File: src/rtl/pq_parity_erasure_engine_top_defines.svh
// assertion helpers shared by the parity engine rtl
`ifndef PQ_PARITY_ERASURE_ENGINE_TOP_DEFINES_SVH
`define PQ_PARITY_ERASURE_ENGINE_TOP_DEFINES_SVH

// same-cycle implication, ignored while in reset
`define PQPE_ASSERT_NOW(label, clk, rst_n, ante, cons, msg) \
	label: assert property (@(posedge clk) disable iff (!(rst_n)) (ante) |-> (cons)) \
		else $error(msg);

// next-cycle implication, ignored while in reset
`define PQPE_ASSERT_NEXT(label, clk, rst_n, ante, cons, msg) \
	label: assert property (@(posedge clk) disable iff (!(rst_n)) (ante) |=> (cons)) \
		else $error(msg);

`endif

File: src/rtl/pqpe_pkg.sv
`timescale 1ns / 1ps
package pqpe_pkg;

	localparam int LANES  = 8;
	localparam int LANE_W = $clog2(LANES);
	localparam int CFG_IDX_W = 2;
	localparam int CFG_DATA_W = 3;

	localparam logic [7:0] GF_REDUCE = 8'h1B;
	localparam logic [7:0] GF_TOP    = 8'h80;
	localparam logic [7:0] GF_GEN    = 8'h03;

	// mode codes
	localparam logic [1:0] MODE_ENCODE = 2'd0;
	localparam logic [1:0] MODE_ONE    = 2'd1;
	localparam logic [1:0] MODE_TWO    = 2'd2;

	// configuration register indexes
	localparam logic [CFG_IDX_W-1:0] REG_MODE        = 2'd0;
	localparam logic [CFG_IDX_W-1:0] REG_LOST_FIRST  = 2'd1;
	localparam logic [CFG_IDX_W-1:0] REG_LOST_SECOND = 2'd2;

	typedef struct packed {
		logic [7:0] data_0;
		logic [7:0] data_1;
		logic [7:0] data_2;
		logic [7:0] data_3;
		logic [7:0] data_4;
		logic [7:0] data_5;
		logic [7:0] data_6;
		logic [7:0] data_7;
		logic [7:0] p_in;
		logic [7:0] q_in;
	} in_item_t;

	typedef struct packed {
		logic [7:0] parity_p;
		logic [7:0] parity_q;
		logic [7:0] rebuilt_first;
		logic [7:0] rebuilt_second;
		logic       setup_error;
	} out_item_t;

	// per-item control carried down the pipe
	typedef struct packed {
		logic [1:0] mode;
		logic       pair_err;
	} ctl_t;

	typedef logic [LANES-1:0][7:0]         coef_tab_t;
	typedef logic [LANES*LANES-1:0][7:0]   pair_tab_t;

	function automatic logic [7:0] gf_mul(input logic [7:0] x_in, input logic [7:0] y_in);
		logic [7:0] acc;
		logic [7:0] x;
		logic [7:0] y;
		acc = '0;
		x = x_in;
		y = y_in;
		for (int i = 0; i < 8; i++) begin
			if (y[0])
				acc = acc ^ x;
			x = ((x & GF_TOP) != 8'd0) ? ({x[6:0], 1'b0} ^ GF_REDUCE) : {x[6:0], 1'b0};
			y = {1'b0, y[7:1]};
		end
		return acc;
	endfunction

	// x^254, zero for zero
	function automatic logic [7:0] gf_inv(input logic [7:0] x);
		logic [7:0] r;
		logic [7:0] base;
		r = 8'd1;
		base = x;
		for (int e = 0; e < 8; e++) begin
			if (e != 0)
				r = gf_mul(r, base);
			base = gf_mul(base, base);
		end
		return r;
	endfunction

	function automatic coef_tab_t build_coef();
		coef_tab_t t;
		logic [7:0] c;
		c = 8'd1;
		for (int u = 0; u < LANES; u++) begin
			t[u] = c;
			c = gf_mul(c, GF_GEN);
		end
		return t;
	endfunction

	localparam coef_tab_t COEF = build_coef();

	// 1 / (coef a ^ coef b), indexed by {a, b}
	function automatic pair_tab_t build_pair_inv();
		pair_tab_t t;
		for (int a = 0; a < LANES; a++) begin
			for (int b = 0; b < LANES; b++) begin
				t[a*LANES+b] = (a == b) ? 8'd0 : gf_inv(COEF[a] ^ COEF[b]);
			end
		end
		return t;
	endfunction

	localparam pair_tab_t PAIR_INV = build_pair_inv();

endpackage

File: src/rtl/pqpe_gf_mul.sv
`timescale 1ns / 1ps
module pqpe_gf_mul (
	input  logic [7:0] a,
	input  logic [7:0] b,
	output logic [7:0] product
);
	import pqpe_pkg::*;

	// shift-and-add over the field, reducing as we go
	always_comb begin
		logic [7:0] acc;
		logic [7:0] x;
		acc = '0;
		x = a;
		for (int i = 0; i < 8; i++) begin
			if (b[i])
				acc = acc ^ x;
			x = ((x & GF_TOP) != 8'd0) ? ({x[6:0], 1'b0} ^ GF_REDUCE) : {x[6:0], 1'b0};
		end
		product = acc;
	end

endmodule

File: src/rtl/pq_parity_erasure_engine_top.sv
`timescale 1ns / 1ps
// p+q parity engine over gf(2^8), one byte column per transfer
// input channel: in_valid / in_stall / in_data, one column of eight data bytes plus p and q
// output channel: out_valid / out_stall / out_data, one result per column, in order
// config channel: cfg_valid / cfg_ready / cfg_index / cfg_data, ready is always high;
//   index 0 mode, 1 lost_first, 2 lost_second; write only while the pipe is empty
// path: each column passes the three register stages in order (column sums, syndrome
//   multiply, rebuild multiply); out_valid is the valid bit of the last stage
// throughput: one column per cycle while the output is not stalled; the two general field
//   multipliers each own a stage
// reset (arst_n low) empties the pipe and sets mode 0, lost_first 0, lost_second 1
// receiver stall: the result is held in the output register; upstream stages keep
//   filling any empty slots, and in_stall rises only once all three stages are full
//   and the output is stalled
module pq_parity_erasure_engine_top (
	input  logic                                  clk,
	input  logic                                  arst_n,
	input  logic                                  in_valid,
	output logic                                  in_stall,
	input  pqpe_pkg::in_item_t                    in_data,
	output logic                                  out_valid,
	input  logic                                  out_stall,
	output pqpe_pkg::out_item_t                   out_data,
	input  logic                                  cfg_valid,
	output logic                                  cfg_ready,
	input  logic [pqpe_pkg::CFG_IDX_W-1:0]        cfg_index,
	input  logic [pqpe_pkg::CFG_DATA_W-1:0]       cfg_data
);
	import pqpe_pkg::*;

`include "pq_parity_erasure_engine_top_defines.svh"

	// configuration registers
	logic [1:0]        mode_q;
	logic [LANE_W-1:0] lost_first_q;
	logic [LANE_W-1:0] lost_second_q;

	assign cfg_ready = 1'b1;

	always_ff @(posedge clk or negedge arst_n) begin
		if (!arst_n) begin
			mode_q        <= MODE_ENCODE;
			lost_first_q  <= LANE_W'(0);
			lost_second_q <= LANE_W'(1);
		end else if (cfg_valid && cfg_ready) begin
			case (cfg_index)
				REG_MODE:        mode_q        <= cfg_data[1:0];
				REG_LOST_FIRST:  lost_first_q  <= cfg_data[LANE_W-1:0];
				REG_LOST_SECOND: lost_second_q <= cfg_data[LANE_W-1:0];
				default:         ;
			endcase
		end
	end

	// handshake: each stage moves when it is empty or the next one moves
	logic v_s1, v_s2, v_s3;
	logic ready1, ready2, ready3;

	assign ready3   = !v_s3 || !out_stall;
	assign ready2   = !v_s2 || ready3;
	assign ready1   = !v_s1 || ready2;
	assign in_stall = !ready1;

	always_ff @(posedge clk or negedge arst_n) begin
		if (!arst_n) begin
			v_s1 <= 1'b0;
			v_s2 <= 1'b0;
			v_s3 <= 1'b0;
		end else begin
			if (ready1)
				v_s1 <= in_valid;
			if (ready2)
				v_s2 <= v_s1;
			if (ready3)
				v_s3 <= v_s2;
		end
	end

	// stage 1: fold the surviving lanes into the p and q syndromes
	logic [LANES-1:0][7:0] lane_d;
	logic [7:0]            pp_next, qq_next;
	ctl_t                  ctl_next;

	assign lane_d[0] = in_data.data_0;
	assign lane_d[1] = in_data.data_1;
	assign lane_d[2] = in_data.data_2;
	assign lane_d[3] = in_data.data_3;
	assign lane_d[4] = in_data.data_4;
	assign lane_d[5] = in_data.data_5;
	assign lane_d[6] = in_data.data_6;
	assign lane_d[7] = in_data.data_7;

	always_comb begin
		logic [7:0] p_acc;
		logic [7:0] q_acc;
		logic       lane_lost;
		p_acc = (mode_q == MODE_ENCODE) ? 8'd0 : in_data.p_in;
		q_acc = (mode_q == MODE_TWO) ? in_data.q_in : 8'd0;
		for (int u = 0; u < LANES; u++) begin
			lane_lost = ((mode_q != MODE_ENCODE) && (LANE_W'(u) == lost_first_q)) ||
				((mode_q == MODE_TWO) && (LANE_W'(u) == lost_second_q));
			if (!lane_lost) begin
				p_acc = p_acc ^ lane_d[u];
				q_acc = q_acc ^ gf_mul(COEF[u], lane_d[u]);
			end
		end
		pp_next = p_acc;
		qq_next = q_acc;
		ctl_next.mode     = mode_q;
		ctl_next.pair_err = (mode_q == MODE_TWO) && (lost_first_q == lost_second_q);
	end

	logic [7:0] pp_s1, qq_s1, cb_s1, inv_s1;
	ctl_t       ctl_s1;

	always_ff @(posedge clk) begin
		if (ready1) begin
			pp_s1  <= pp_next;
			qq_s1  <= qq_next;
			// only the double rebuild folds p into q; encode passes q through
			cb_s1  <= (mode_q == MODE_TWO) ? COEF[lost_second_q] : 8'd0;
			inv_s1 <= PAIR_INV[{lost_first_q, lost_second_q}];
			ctl_s1 <= ctl_next;
		end
	end

	// stage 2: q syndrome corrected by cb times p syndrome
	logic [7:0] cb_pp;

	pqpe_gf_mul u_mul_syn (
		.a       (cb_s1),
		.b       (pp_s1),
		.product (cb_pp)
	);

	logic [7:0] t_s2, pp_s2, inv_s2;
	ctl_t       ctl_s2;

	always_ff @(posedge clk) begin
		if (ready2) begin
			t_s2   <= qq_s1 ^ cb_pp;
			pp_s2  <= pp_s1;
			inv_s2 <= inv_s1;
			ctl_s2 <= ctl_s1;
		end
	end

	// stage 3: rebuild the first lost byte and shape the result
	logic [7:0] da;
	out_item_t  res_next;

	pqpe_gf_mul u_mul_rebuild (
		.a       (t_s2),
		.b       (inv_s2),
		.product (da)
	);

	always_comb begin
		res_next = '0;
		case (ctl_s2.mode)
			MODE_ENCODE: begin
				res_next.parity_p = pp_s2;
				res_next.parity_q = t_s2;
			end
			MODE_ONE: begin
				res_next.rebuilt_first = pp_s2;
			end
			MODE_TWO: begin
				if (ctl_s2.pair_err) begin
					res_next.setup_error = 1'b1;
				end else begin
					res_next.rebuilt_first  = da;
					res_next.rebuilt_second = pp_s2 ^ da;
				end
			end
			default: res_next = '0;
		endcase
	end

	out_item_t out_s3;

	always_ff @(posedge clk) begin
		if (ready3)
			out_s3 <= res_next;
	end

	assign out_valid = v_s3;
	assign out_data  = out_s3;

	// a stalled input means every slot is taken and the output is held
	`PQPE_ASSERT_NOW(a_stall_full, clk, arst_n, in_stall,
		v_s1 && v_s2 && v_s3 && out_stall, "input stalled with a free stage")
	// a bad pair gives no rebuilt bytes
	`PQPE_ASSERT_NOW(a_err_zero, clk, arst_n, out_valid && out_data.setup_error,
		(out_data.rebuilt_first == 8'd0) && (out_data.rebuilt_second == 8'd0) &&
		(out_data.parity_p == 8'd0) && (out_data.parity_q == 8'd0),
		"setup error with non-zero result")
	// parity and rebuilt fields never appear together
	`PQPE_ASSERT_NOW(a_parity_excl, clk, arst_n,
		out_valid && ((out_data.parity_p != 8'd0) || (out_data.parity_q != 8'd0)),
		(out_data.rebuilt_first == 8'd0) && (out_data.rebuilt_second == 8'd0) &&
		!out_data.setup_error, "parity mixed with rebuild output")
	// a middle stage that cannot move keeps its contents
	`PQPE_ASSERT_NEXT(a_s2_hold, clk, arst_n, v_s2 && !ready2,
		v_s2 && $stable(t_s2) && $stable(pp_s2), "stalled stage 2 changed")

endmodule

File: config.mk
export PLATFORM = sky130hd
export DESIGN_NAME = pq_parity_erasure_engine_top
export DESIGN_NICKNAME = d
export VERILOG_FILES = /design/src/rtl/pqpe_pkg.sv /design/src/rtl/pqpe_gf_mul.sv /design/src/rtl/pq_parity_erasure_engine_top.sv
export VERILOG_INCLUDE_DIRS = /design/src /design/src/rtl
export SDC_FILE = /design/constraint.sdc
export NUM_CORES = 1
export LEC_CHECK = 0
export ABC_AREA = 1
export BUFFER_PORTS_ARGS = -buffer_cell sky130_fd_sc_hd__buf_2
export CORE_ASPECT_RATIO = 0.6
export CORE_MARGIN = 1
export CORE_UTILIZATION = 35
export DETAILED_ROUTE_END_ITERATION = 8
export GPL_ROUTABILITY_DRIVEN = 1
export PLACE_DENSITY_LB_ADDON = 0.12
export REMOVE_ABC_BUFFERS = 1
export SKIP_LAST_GASP = 1
export SLEW_MARGIN = 0
export SYNTH_ARGS = -nofsm -noshare
export SYNTH_HDL_FRONTEND = slang
export SYNTH_HIERARCHICAL = 1
export SYNTH_SLANG_ARGS = --single-unit
File: constraint.sdc
create_clock -name clk -period 3.19 [get_ports clk]
set_input_delay 0.638 -clock clk [delete_from_list [all_inputs] [get_ports clk]]
set_output_delay 0.638 -clock clk [all_outputs]
set_load 0.02 [all_outputs]
Word level (Yosys, flattened, before mapping) --
Memory sizes are Yosys's and may differ from the RTL's. A register that Yosys moved wholly into a read port is not among the register bits. Index checks and enable logic that the tools add are counted. Widths: inputs -> output; s select.
Word-level totals: flip-flop bits (word level) 90, ROM bits 576, input port bits 90, logic and storage cells 368, memories 2
Memories:
- (name not given) | depth 64, width 8, rd ports 1, clocked after memory_dff 1, write ports 0, line pq_parity_erasure_engine_top.sv:122 | inv_s1 <= PAIR_INV[{lost_first_q, lost_second_q}];
- (name not given) | depth 8, width 8, rd ports 1, clocked after memory_dff 1, write ports 0, line pq_parity_erasure_engine_top.sv:121 | cb_s1 <= (mode_q == MODE_TWO) ? COEF[lost_second_q] : 8'd0;
Operators by class: equality and inequality tests 20, muxes and demuxes 179, bitwise logic cells 103, reductions and logical operators 44
Operator list (count):
- $mux 8 | 120
- $xor 8x8->8 | 32
- $not 4->4 | 32
- $mux 5 | 21
- $mux 7 | 14
- $mux 6 | 10
- $not 5->5 | 7
- $not 2->2 | 14
- $eq 3x3->1 const A | 8
- $not 3->3 | 7
- $mux 4 | 5
- $logic_and 1x1->1 | 17
- $mux 16 | 1
- $pmux 8 s2 | 1
- $not 7->7 | 2
- $eq 2x3->1 const A | 4
- $logic_or 1x1->1 | 11
- $mux 3 | 3
- $not 1->1 | 8
- $eq 1x3->1 const A | 2
- $eq 2x2->1 const B | 3
- $logic_not 1->1 | 6
- $logic_not 2->1 | 3
- $logic_not 3->1 | 2
- 8 further kinds | 13

Logic depth before layout (Yosys ltp) --
Gate-level depths: netlist of the first run.
depth in word-level cells 41, mapped depth 19

Hierarchy --
The synthesis of the first run kept the hierarchy.
Modules (own cells, without submodules):
- pq_parity_erasure_engine_top | instances 1, cells each 1241, area an instance 8836.0 um2, sequential area each 3119.2 um2
- pqpe_gf_mul at u_mul_syn | instances 1, cells each 331, area an instance 1694.1 um2, sequential area each 0.0 um2
- pqpe_gf_mul at u_mul_rebuild | instances 1, cells each 319, area an instance 1664.1 um2, sequential area each 0.0 um2

Worst setup path after synthesis of the first run --
Ideal clock, no wire load.
path kind input to register, from in out_stall, to reg cb_s1[1] (enable), library setup time 389 ps, data arrival time 3134 ps, required time 2801 ps, setup slack -333 ps, stages 5, path buffers 0, cells stage by stage nand2_1 nor2_1 inv_1 nor2_1 inv_1
Between the ends: cells in the longest elaborated chain, start to end 4
RTL lines:
- from (decl) | line pq_parity_erasure_engine_top.sv:22 | input logic out_stall,
- $logic_not 1->1 | line pq_parity_erasure_engine_top.sv:59 | assign ready3 = !v_s3 || !out_stall;
- $logic_or 1x1->1 | line pq_parity_erasure_engine_top.sv:59
- $logic_or 1x1->1 | line pq_parity_erasure_engine_top.sv:60 | assign ready2 = !v_s2 || ready3;
- via ready2 | line pq_parity_erasure_engine_top.sv:57 | logic ready1, ready2, ready3;
- $logic_or 1x1->1 | line pq_parity_erasure_engine_top.sv:61 | assign ready1 = !v_s1 || ready2;
- to (decl) | line pq_parity_erasure_engine_top.sv:113 | logic [7:0] pp_s1, qq_s1, cb_s1, inv_s1;
The timed path passes the listed nets, and every way through them passes these cells. A chain may end at the register's enable or synchronous reset.

Worst setup path in the final report of the first run --
from reg lost_second_q[0], to reg qq_s1[7], data pin
Between the ends: cells in the longest elaborated chain, start to end 18, elaborated cells between the ends (all ways) 39, those cells by class eq/ne: 7; mux: 8; bitwise: 7; reduce/logical: 17
RTL lines:
- from (decl) | line pq_parity_erasure_engine_top.sv:36 | logic [LANE_W-1:0] lost_second_q;
- from (signal assigned) | line pq_parity_erasure_engine_top.sv:49 | REG_LOST_SECOND: lost_second_q <= cfg_data[LANE_W-1:0];
- $logic_not 3->1 | line pq_parity_erasure_engine_top.sv:101 | ((mode_q == MODE_TWO) && (LANE_W'(u) == lost_second_q));
- $logic_and 1x1->1 | line pq_parity_erasure_engine_top.sv:101
- $logic_or 1x1->1 | line pq_parity_erasure_engine_top.sv:100 | lane_lost = ((mode_q != MODE_ENCODE) && (LANE_W'(u) == lost_first_q)) ||
- $mux 8 | line pq_parity_erasure_engine_top.sv:102 | if (!lane_lost) begin
- $xor 8x8->8 | line pq_parity_erasure_engine_top.sv:104 | q_acc = q_acc ^ gf_mul(COEF[u], lane_d[u]);
- $mux 8 | line pq_parity_erasure_engine_top.sv:102
- $xor 8x8->8 | line pq_parity_erasure_engine_top.sv:104
- $mux 8 | line pq_parity_erasure_engine_top.sv:102
- [... 3 more ...]
- $mux 8 | line pq_parity_erasure_engine_top.sv:102
- $xor 8x8->8 | line pq_parity_erasure_engine_top.sv:104
- $mux 8 | line pq_parity_erasure_engine_top.sv:102
- $xor 8x8->8 | line pq_parity_erasure_engine_top.sv:104
- $mux 8 | line pq_parity_erasure_engine_top.sv:102
- $xor 8x8->8 | line pq_parity_erasure_engine_top.sv:104
- $mux 8 * | line pq_parity_erasure_engine_top.sv:102
- via qq_next[7] | line pq_parity_erasure_engine_top.sv:81 | logic [7:0] pp_next, qq_next;
- to (signal assigned) | line pq_parity_erasure_engine_top.sv:119 | qq_s1 <= qq_next;
- to (decl) | line pq_parity_erasure_engine_top.sv:113
Mark *: on every way through the listed nets, which the timed path passes. The rest lies on a longest branch.

==> metrics, run 1 <==
initial core utilization 35.8%; most frequent cell after synthesis nand2_1; critical path startpoint lost_second_q[0]$_DFFE_PN1P_; WP data required approximately 3.4 ns; synth unique cells 64; commonest cells in the netlist 683 x nand2_1, 253 x inv_1, 165 x nand3_1; Synth Warn # 6; met3 wire length between 3 and 4 mm; Leak Pwr around 0.0074 uW; Initial DRC Count 1,092; wl on met1 23.1 mm; Total GRT Usage between 20% and 30%; Clock Path Buffers 2; Detail Placement HPWL 35.1 mm; final wirelength around 42 mm; Main synth FF type edfxtp_1; Yosys top cell area share a little under a quarter; first-pass GRT wire length between 60 and 70 mm; core area roughly 34,000 sq um; crit path kind flop to flop; final setup fails 0; postcts setup bufs 0; Clock Skews roughly 0.017 ns; WL/cell 17.0 um; TritonCTS clock tree done; fin nets 2,117; Pre-antenna DRT Iters 5; GRT overflow 0; clk_lat worst skew around 0.38 ns; dominant cell type by area after synthesis edfxtp_1; synthesized flop and latch total 106; Slew Limit Headroom between 50% and 60%; number of buffers added on ports between 100 and 150; synthesized instance count 1,891; largest net degree at the start of global routing 36; final slew viol count 0; Final Core Density 40.2%; slew of the pin with the lowest slew margin between 0.6 and 0.7 ns; reg2reg start lost_second_q[0]$_DFFE_PN1P_; crit start category flop; synthesized area per cell ~6.4 sq um; Ports 126; die area about 36,000 sq um; Max Clk Rate 332 MHz; via/cell ratio 4.92; Cell Pwr Density approximately 860 nW/um^2; top layer in use met4; DRC 0; Max-cap violations 0; peak supply drop ~550 uV; largest cells by area after synthesis edfxtp_1 23%, nand2_1 21%, inv_1 7.8%; die width between 200 and 250 um; Final GP Congestion ~0.97; status completed; crit path max fanout 10; Num CTS Buffers 9; root buf cell clkbuf_16; Core Rows 52; slack of the critical path about 0.18 ns; sequential-to-total area share from yosys stat roughly a quarter; CP endpoint kind flop; Chip Height 147 um; RSZ-0062 raised after global routing false; n_diodes 0; Post-Syn Area 12,200 sq um; initial antenna violation count 1; Final Hold Vio Count 0; Tcrit/Tclk final 94.5%; post-route ant nets 0; DR WL met2 15.0 mm; H-tree levels 3; clock sinks between 100 and 150; vias in the first global route ~11,000; asr flop ratio synth roughly a tenth; Filler Cells Inserted between 3,000 and 4,000; number of synthesized flops with an enable pin 94; clk slew on worst S/H paths ~0.090 ns; share of cells above drive strength 1 between 10% and 20%; crit path DAT between 3 and 4 ns; Min-Delay Path Class input pin to async pin; via count between 10,000 and 15,000; area delta synth->final 12.2%; dpl ws ~0.14 ns; min Tclk post-route 3.01 ns
-- state kept, by name (all words and copies together) (netlist names), 3 cells and up --
name and cells:
ctl_s1 3, lost_first_q 3, pp_s1 8, inv_s2 8, qq_s1 8, ctl_s2 3
lost_second_q 3, out_data 33, pp_s2 8, t_s2 8, inv_s1 8, cb_s1 8
-- path summary, 6_finish.rpt --
kind / slack (ns) / cells past startpoint / endpoint
max: 0.18 / 14 / qq_s1[7]$_DFFE_PN_
min: 0.14 / 1 / mode_q[1]$_DFFE_PN0P_
max reg2reg: 0.18 / 14 / qq_s1[7]$_DFFE_PN_
min reg2reg: 0.42 / 0 / inv_s2[3]$_DFFE_PP_
max in group asynchronous: 2.78 / 1 / lost_second_q[0]$_DFFE_PN1P_
min in group clk: 0.42 / 0 / inv_s2[3]$_DFFE_PP_
-- kinds of logic after synthesis --
| family | synth area share [%] |
|---|---|
| and+or+nand+nor | 42.5 |
| buffers and inverters | 11.1 |
| xor gates and xnor gates | 14.2 |
| DFF | 25.6 |
| AOI/OAI and AO/OA | 5.11 |
| adders and majority gates | 1.44 |
| other | 0.0308 |
-- cell usage in the layout (no fill, tap or decap), types with 3 or more instances in the layout --
cell / n
nand2_1: 682
inv_1: 253
nand3_1: 165
nor2_1: 148
buf_2: 124
edfxtp_1: 94
xnor2_1: 92
xor2_1: 91
nand2_2: 58
buf_4: 33
o21ai_0: 31
nand2_4: 24
nand3b_1: 23
a21oi_1: 23
inv_2: 18
ha_1: 14
nand4_1: 13
dfrtp_1: 10
clkbuf_16: 9
nor2_2: 7
nand3_2: 7
or2_1: 6
or2_2: 6
o21ai_1: 6
nor2_4: 6
o21bai_1: 5
xor2_2: 5
nor3_1: 5
a31oi_1: 5
xnor2_2: 4
o22ai_1: 3
clkinv_1: 3
clkinv_8: 3
inv_6: 3
-- critical path, cell delays in order (launching register included) --
cell and delay, ns:
dfstp_2 0.64, inv_1 0.19, ha_1 0.29, nand2_2 0.17, inv_1 0.09, nand2_1 0.11
nand2_4 0.09, nor2_1 0.36, o21ai_0 0.31, nand3_1 0.16, nand3_1 0.12, nand2_1 0.09
nand2_1 0.05, nand2_1 0.06, inv_1 0.04
-- stage by stage --
| step | power (uW) | setup TNS (ns) | cell area, sq um | hold slack, ns | instances |
|---|---|---|---|---|---|
| 2_1_floorplan | 8010 | -11.50 | 11900 | 0.342 | 1845 |
| 3_3_place_gp | 10300 | 0 | 13300 | 0.406 | 2461 |
| 3_5_place_dp | 10300 | 0 | 13300 | 0.406 | 2461 |
| 4_1_cts | 11600 | 0 | 13700 | 0.123 | 2477 |
| 5_1_grt | 12700 | 0 | 13700 | 0.143 | 2477 |
| 6_report | 11700 | 0 | 13700 | 0.139 | 2477 |
-- per-layer routing --
layer / vias up / global-route usage (%)
met4: 0 / 2.74
li1: 6102 / -
met2: 433 / 30.0
met1: 5634 / 40.7
met5: - / 0
met3: 15 / 4.19
-- final cells by class --
type                       count  area, sq um  share of cell area, %
clock inverter                 7         91.3                  0.668
inverter                     278         1070                   7.79
sequential                   106         3120                   22.8
timing repair buffer         157          868                   6.35
clock buffer                   9          225                   1.65
tap                          459          574                   4.20
multi-input combinational   1461         7740                   56.6
-- timing repair --
item / 4_1_cts / 5_1_grt
gates resized for setup: 0 / 3
endpoints found under the hold margin: 0 / 0
setup endpoints to repair: 0 / 6
hold buffers: 0 / 0
-- power breakdown --
part / switching (uW) / total (uW) / internal, uW
Combinational: 5140 / 7730 / 2600
Clock: 644 / 1210 / 569
Sequential: 623 / 2760 / 2130
Total: 6400 / 11700 / 5300
Note: power is estimated with default switching activity, not from simulation.
==> run 2: changes to the inputs <==
Settings changed: CELL_PAD_IN_SITES_DETAIL_PLACEMENT from default to 2, CELL_PAD_IN_SITES_GLOBAL_PLACEMENT from default to 2, CORE_UTILIZATION 35 to 30.
==> metrics, run 2 (synthesis gave the netlist of run 1 again) <==
crit path DAT 3.21 ns (was 3.17 ns); via count 12,600 (was 12,200); Finished Layout Cells 2,533 (was 2,477); RSZ-0062 raised after global routing true (was false); final setup fails 0 (unchanged); vias in the first global route 13,300 (was 10,700); Post-Place Cell Area 13,400 sq um (was 13,300 sq um); fin area 13,700 sq um (about the same); commonest non-fill, non-tap cell in the layout nand2_1 (unchanged); Cell Pwr Density 892 nW/um^2 (was 855 nW/um^2); WL/cell 20.7 um (was 17.0 um); initial antenna violation count 1 (unchanged); max reg flops 33 (unchanged); DP Cell Count 2,516 (was 2,461); share of cells above drive strength 1 15.6% (was 16.0%); FF/Latch Area 3120 sq um (unchanged); Chip Height 158 um (was 147 um); H-tree levels 3 (unchanged); final wirelength 52.4 mm (was 42.1 mm); Filler Cells Inserted 4,914 (was 3,684); post-route ant nets 0 (unchanged); Final Hold Vio Count 0 (unchanged); Detail Placement HPWL 44.5 mm (was 35.1 mm); via/cell ratio 4.99 (was 4.92); crit path max fanout 10 (unchanged); min Tclk post-route 3.07 ns (was 3.01 ns); slew of the pin with the lowest slew margin 0.699 ns (was 0.614 ns); crit start category flop (unchanged); fin nets 2,110 (was 2,117); CP endpoint kind flop (unchanged); Pre-antenna DRT Iters 5 (unchanged); Initial DRC Count 737 (was 1,092); root buf cell clkbuf_16 (unchanged); leading cell types in the layout, fill and taps excluded 682 x nand2_1, 253 x inv_1, 165 x nand3_1 (unchanged); R2R depth 15 (was 14); final slew viol count 0 (unchanged); clk_lat worst skew 0.38 ns (about the same); core area 39,600 sq um (was 34,000 sq um); Tcrit/Tclk final 96.3% (was 94.5%); R2R Path End pp_s1[1]$_DFFE_PN_ (was qq_s1[7]$_DFFE_PN_); initial core utilization 30.8% (was 35.8%); GRT overflow 0 (unchanged); peak supply drop 330 uV (was 548 uV); die width 262 um (was 243 um); number of buffers added on ports 124 (unchanged); crit path kind flop to flop (unchanged); clock sinks 106 (unchanged); Min-Delay Path Class input pin to async pin (unchanged); status completed (unchanged); Final GP Congestion 0.936 (was 0.966); DRC 0 (unchanged); Core Rows 56 (was 52); Clock Skews 0.0145 ns (was 0.0168 ns); Hold-fix buffers, CTS 0 (unchanged); flop-to-flop setup slack 0.12 ns (was 0.18 ns); Total GRT Usage 25.5% (was 23.8%); Ports 126 (unchanged); Slew Limit Headroom 53.0% (was 58.0%); Multi-input gate area 7730 sq um (was 7740 sq um); Max-cap violations 0 (unchanged); Max Clk Rate 326 MHz (was 332 MHz); Final Core Density 34.6% (was 40.2%); first-pass GRT wire length 79.6 mm (was 64.1 mm); clk slew on worst S/H paths 0.08 ns (was 0.09 ns); WP data required 3.33 ns (was 3.35 ns); Leak Pwr 0.00733 uW (was 0.00738 uW); n_diodes 0 (unchanged); die area 41,500 sq um (was 35,600 sq um); Num CTS Buffers 9 (unchanged); largest net degree at the start of global routing 35 (was 36); TritonCTS clock tree done (unchanged); area delta synth->final 12.2% (about the same); Clock Path Buffers 2 (unchanged); reg2reg start lost_second_q[0]$_DFFE_PN1P_ (unchanged)
run 2: changes by cell type in the layout (fill, tap and decap cells not counted), sizes merged:
| cell | change |
|---|---|
| buf | -7 |
| clkinv | -3 |
| clkinvlp | +1 |
| inv | +2 |
run 2: timing repair:
| item | 4_1_cts | 5_1_grt |
|---|---|---|
| setup buffers | 0 | 1 |
| gates resized for setup | 0 | 2 |
| endpoints found under the setup margin | 0 | 4 |
run 2: layout make-up:
class                           count  area share [%]
Clock buffer                        9            1.65
Inverter                          278            7.79
Tap cell                          522            4.77
Multi-Input combinational cell   1461            56.5
Timing Repair Buffer              150            5.96
Sequential cell                   106            22.8
Clock inverter                      7           0.567
run 2: critical path, stage by stage (launching register included):
cell and delay (ns):
dfstp_2 0.66, inv_1 0.20, ha_1 0.33, inv_1 0.08, nor2_1 0.08, nand2_2 0.12, nand2_4 0.12, nor2_1 0.23
xor2_1 0.39, inv_1 0.09, nand2_1 0.16, nand2_1 0.08, nand3_1 0.10, nand2_1 0.07, nand2_1 0.07, nand2_1 0.05
run 2: metrics by stage:
| stage | hold WS [ns] | total power (uW) | setup TNS (ns) | setup WS [ns] |
|---|---|---|---|---|
| 2_1_floorplan | 0.342 | 8010 | -11.50 | -0.333 |
| 3_3_place_gp | 0.406 | 10400 | 0 | 0.298 |
| 3_5_place_dp | 0.406 | 10900 | 0 | 0.230 |
| 4_1_cts | 0.148 | 12200 | 0 | 0.218 |
| 5_1_grt | 0.154 | 13200 | -0.0331 | -0.0232 |
| 6_report | 0.146 | 12200 | 0 | 0.120 |
run 2: worst max-delay path by stage:
stage / startpoint / end / slack (ns) / cells after the start
global route: lost_second_q[0]$_DFFE_PN1P_ / pp_s1[1]$_DFFE_PN_ / -0.02 / 15
global placement: lost_second_q[0]$_DFFE_PN1P_ / qq_s1[0]$_DFFE_PN_ / 0.30 / 12
detailed placement: lost_second_q[0]$_DFFE_PN1P_ / pp_s1[4]$_DFFE_PN_ / 0.23 / 14
finish: lost_second_q[0]$_DFFE_PN1P_ / pp_s1[1]$_DFFE_PN_ / 0.12 / 15
CTS: lost_second_q[0]$_DFFE_PN1P_ / pp_s1[5]$_DFFE_PN_ / 0.22 / 14
floorplan: out_stall / cb_s1[1]$_SDFFCE_PP0N_ / -0.33 / 5
run 2: power by group:
part | total, uW | leakage, uW | switching (uW) | internal [uW]
clock network | 1170 | 0.000145 | 606 | 562
registers | 2830 | 0.00112 | 693 | 2130
logic | 8210 | 0.00606 | 5630 | 2580
total | 12200 | 0.00733 | 6930 | 5270
run 2: routing by layer:
metal  part of all wire [%]  routed length [um]  up-vias  track usage (%)
met5                  0.025                  13        -                0
met4                   0.65                 342        2             2.83
met3                    3.8                2000       23             3.94
met2                     41               21300      173             37.5
met1                     55               28700     6359             39.4
li1                       -                   -     6083                -
==> run 3: changes to the inputs <==
Settings changed: ABC_CLOCK_PERIOD_IN_PS from default to 3190, PLACE_DENSITY_LB_ADDON 0.12 to 0.1.
==> metrics, run 3 (synthesis gave the netlist of run 1 again) <==
status completed (unchanged); first-pass GRT wire length 79.3 mm (was 79.6 mm); Ports 126 (unchanged); clk slew on worst S/H paths 0.09 ns (was 0.08 ns); Core Rows 56 (unchanged); DRC 0 (unchanged); Min-Delay Path Class input pin to async pin (unchanged); number of buffers added on ports 124 (unchanged); Leak Pwr 0.00737 uW (was 0.00733 uW); root buf cell clkbuf_16 (unchanged); crit path DAT 3.19 ns (was 3.21 ns); flop-to-flop setup slack 0.14 ns (was 0.12 ns); Worst path slowest cell dfstp_2 (unchanged); initial antenna violation count 1 (unchanged); clock sinks 106 (unchanged); Slew Limit Headroom 50.3% (was 53.0%); core area 39,600 sq um (unchanged); Pre-antenna DRT Iters 7 (was 5); final setup fails 0 (unchanged); GRT overflow 0 (unchanged); Critical Path Most Common Cell nand2_1 (unchanged); Final GP Congestion 0.902 (was 0.936); CP Cell Sequence inv_1, ha_1, inv_1, nor2_1, nand2_2, nand2_4, nor2_1, xnor2_1, nand3_1, nand2_1, nand2_1, nand2_1, nand2_1, inv_1, nor2_1 (was inv_1, ha_1, inv_1, nor2_1, nand2_2, nand2_4, nor2_1, xor2_1, inv_1, nand2_1, nand2_1, nand3_1, nand2_1, nand2_1, nand2_1); CP endpoint kind flop (unchanged); commonest non-fill, non-tap cell in the layout nand2_1 (unchanged); reg2reg start lost_second_q[0]$_DFFE_PN1P_ (unchanged); top layer in use met4 (was met5); leading cell types in the layout, fill and taps excluded 682 x nand2_1, 253 x inv_1, 165 x nand3_1 (unchanged); share of cells above drive strength 1 15.9% (was 15.6%); die area 41,500 sq um (unchanged); Final Hold Vio Count 0 (unchanged); crit path max fanout 10 (unchanged); wl on met1 29.2 mm (was 28.7 mm); Clock Path Buffers 2 (unchanged); RSZ-0062 raised after global routing false (was true); largest net degree at the start of global routing 36 (was 35); clk_lat worst skew 0.39 ns (was 0.38 ns); final slew viol count 0 (unchanged); Post-Place Cell Area 13,400 sq um (about the same); Buf+Inv Stages, Crit Path 3 (unchanged); crit start category flop (unchanged); Tcrit/Tclk final 95.6% (was 96.3%); Critical Path End qq_s1[1]$_DFFE_PN_ (was pp_s1[1]$_DFFE_PN_); WP data required 3.33 ns (about the same); Stages on worst setup path 15 (unchanged); Initial DRC Count 838 (was 737); post-route ant nets 0 (unchanged); slack of the critical path 0.140 ns (was 0.120 ns); fin nets 2,115 (was 2,110); via/cell ratio 4.99 (about the same); Num CTS Buffers 9 (unchanged); H-tree levels 3 (unchanged); Max Clk Rate 328 MHz (was 326 MHz); initial core utilization 30.8% (unchanged); Clock Skews 0.0183 ns (was 0.0145 ns); area delta synth->final 12.8% (was 12.2%); max reg flops 33 (unchanged); vias in the first global route 13,000 (was 13,300); WL/cell 20.7 um (about the same); Total GRT Usage 25.5% (about the same); crit path kind flop to flop (unchanged); die width 262 um (unchanged); via count 12,700 (was 12,600); final wirelength 52.5 mm (was 52.4 mm); dpl ws 0.189 ns (was 0.230 ns); critical path startpoint lost_second_q[0]$_DFFE_PN1P_ (unchanged); R2R Path End qq_s1[1]$_DFFE_PN_ (was pp_s1[1]$_DFFE_PN_); R2R depth 15 (unchanged); Chip Height 158 um (unchanged); Max-cap violations 0 (unchanged); Hold WS 0.129 ns (was 0.146 ns); Filler Cells Inserted 4,888 (was 4,914); Cell Pwr Density 899 nW/um^2 (was 892 nW/um^2); fin area 13,800 sq um (was 13,700 sq um); Crit path largest cell delay 0.65 ns (was 0.66 ns); DR WL met2 20.8 mm (was 21.3 mm); met3 wire length 2.40 mm (was 2.00 mm); Detail Placement HPWL 44.6 mm (was 44.5 mm); n_diodes 0 (unchanged); TritonCTS clock tree done (unchanged); min Tclk post-route 3.05 ns (was 3.07 ns); peak supply drop 377 uV (was 330 uV); slew of the pin with the lowest slew margin 0.746 ns (was 0.699 ns); crit-path leading delay family simple AND/OR/NAND/NOR gates (unchanged)
-- run 3: worst min path at each step --
| stage | start | slack [ns] | end | cells past startpoint |
|---|---|---|---|---|
| 5_1_grt | arst_n | 0.13 | lost_first_q[1]$_DFFE_PN0P_ | 1 |
| 2_1_floorplan | arst_n | 0.34 | lost_first_q[0]$_DFFE_PN0P_ | 0 |
| 4_1_cts | arst_n | 0.12 | mode_q[0]$_DFFE_PN0P_ | 1 |
| 6_report | arst_n | 0.13 | mode_q[1]$_DFFE_PN0P_ | 1 |
| 3_5_place_dp | inv_s1[1]$_DFFE_PN_ | 0.41 | inv_s2[1]$_DFFE_PP_ | 0 |
| 3_3_place_gp | inv_s1[1]$_DFFE_PN_ | 0.40 | inv_s2[1]$_DFFE_PP_ | 0 |
-- run 3: stage by stage --
stage	total power [uW]	cells	TNS (ns)	utilization, %
detailed placement	11000	2521	0	33.9
CTS	12300	2537	0	34.7
floorplan	8010	1845	-11.50	-
global route	13300	2538	0	34.8
finish	12400	2538	0	34.8
global placement	10500	2521	0	33.9
-- run 3: repair_timing --
| item | in CTS | in global routing |
|---|---|---|
| buffers inserted | 0 | 1 |
| gates resized for setup | 0 | 4 |
| setup endpoints to repair | 0 | 5 |
| hold buffers | 0 | 0 |
| endpoints found under the hold margin | 0 | 0 |
-- run 3: metal layers --
metal / GRT usage (%) / up-vias
met5: 0 / -
met4: 2.30 / 0
met3: 3.72 / 9
met2: 36.8 / 210
met1: 40.4 / 6367
li1: - / 6089
-- run 3: area by class of cell --
cell class	instances	area (sq um)	area share [%]
Clock buffer	9	225	1.64
Clock inverter	7	96.3	0.700
Inverter	278	1070	7.75
Multi-Input combinational cell	1461	7740	56.3
Sequential cell	106	3120	22.7
Tap cell	522	653	4.75
Timing Repair Buffer	155	853	6.20
-- run 3: worst reg2reg max path, delay by kind of cell, from the launching register on --
family	cells	cell delay, ns
simple gates	10	1.30
fa+ha+maj	1	0.34
buf+inv	3	0.33
flops	1	0.65
xor+xnor	1	0.19
-- run 3: power breakdown --
| part | total (uW) | switching, uW | internal [uW] | leakage (uW) |
|---|---|---|---|---|
| Sequential | 2830 | 700 | 2130 | 0.00112 |
| Clock | 1250 | 665 | 580 | 0.000156 |
| Combinational | 8280 | 5690 | 2590 | 0.00609 |
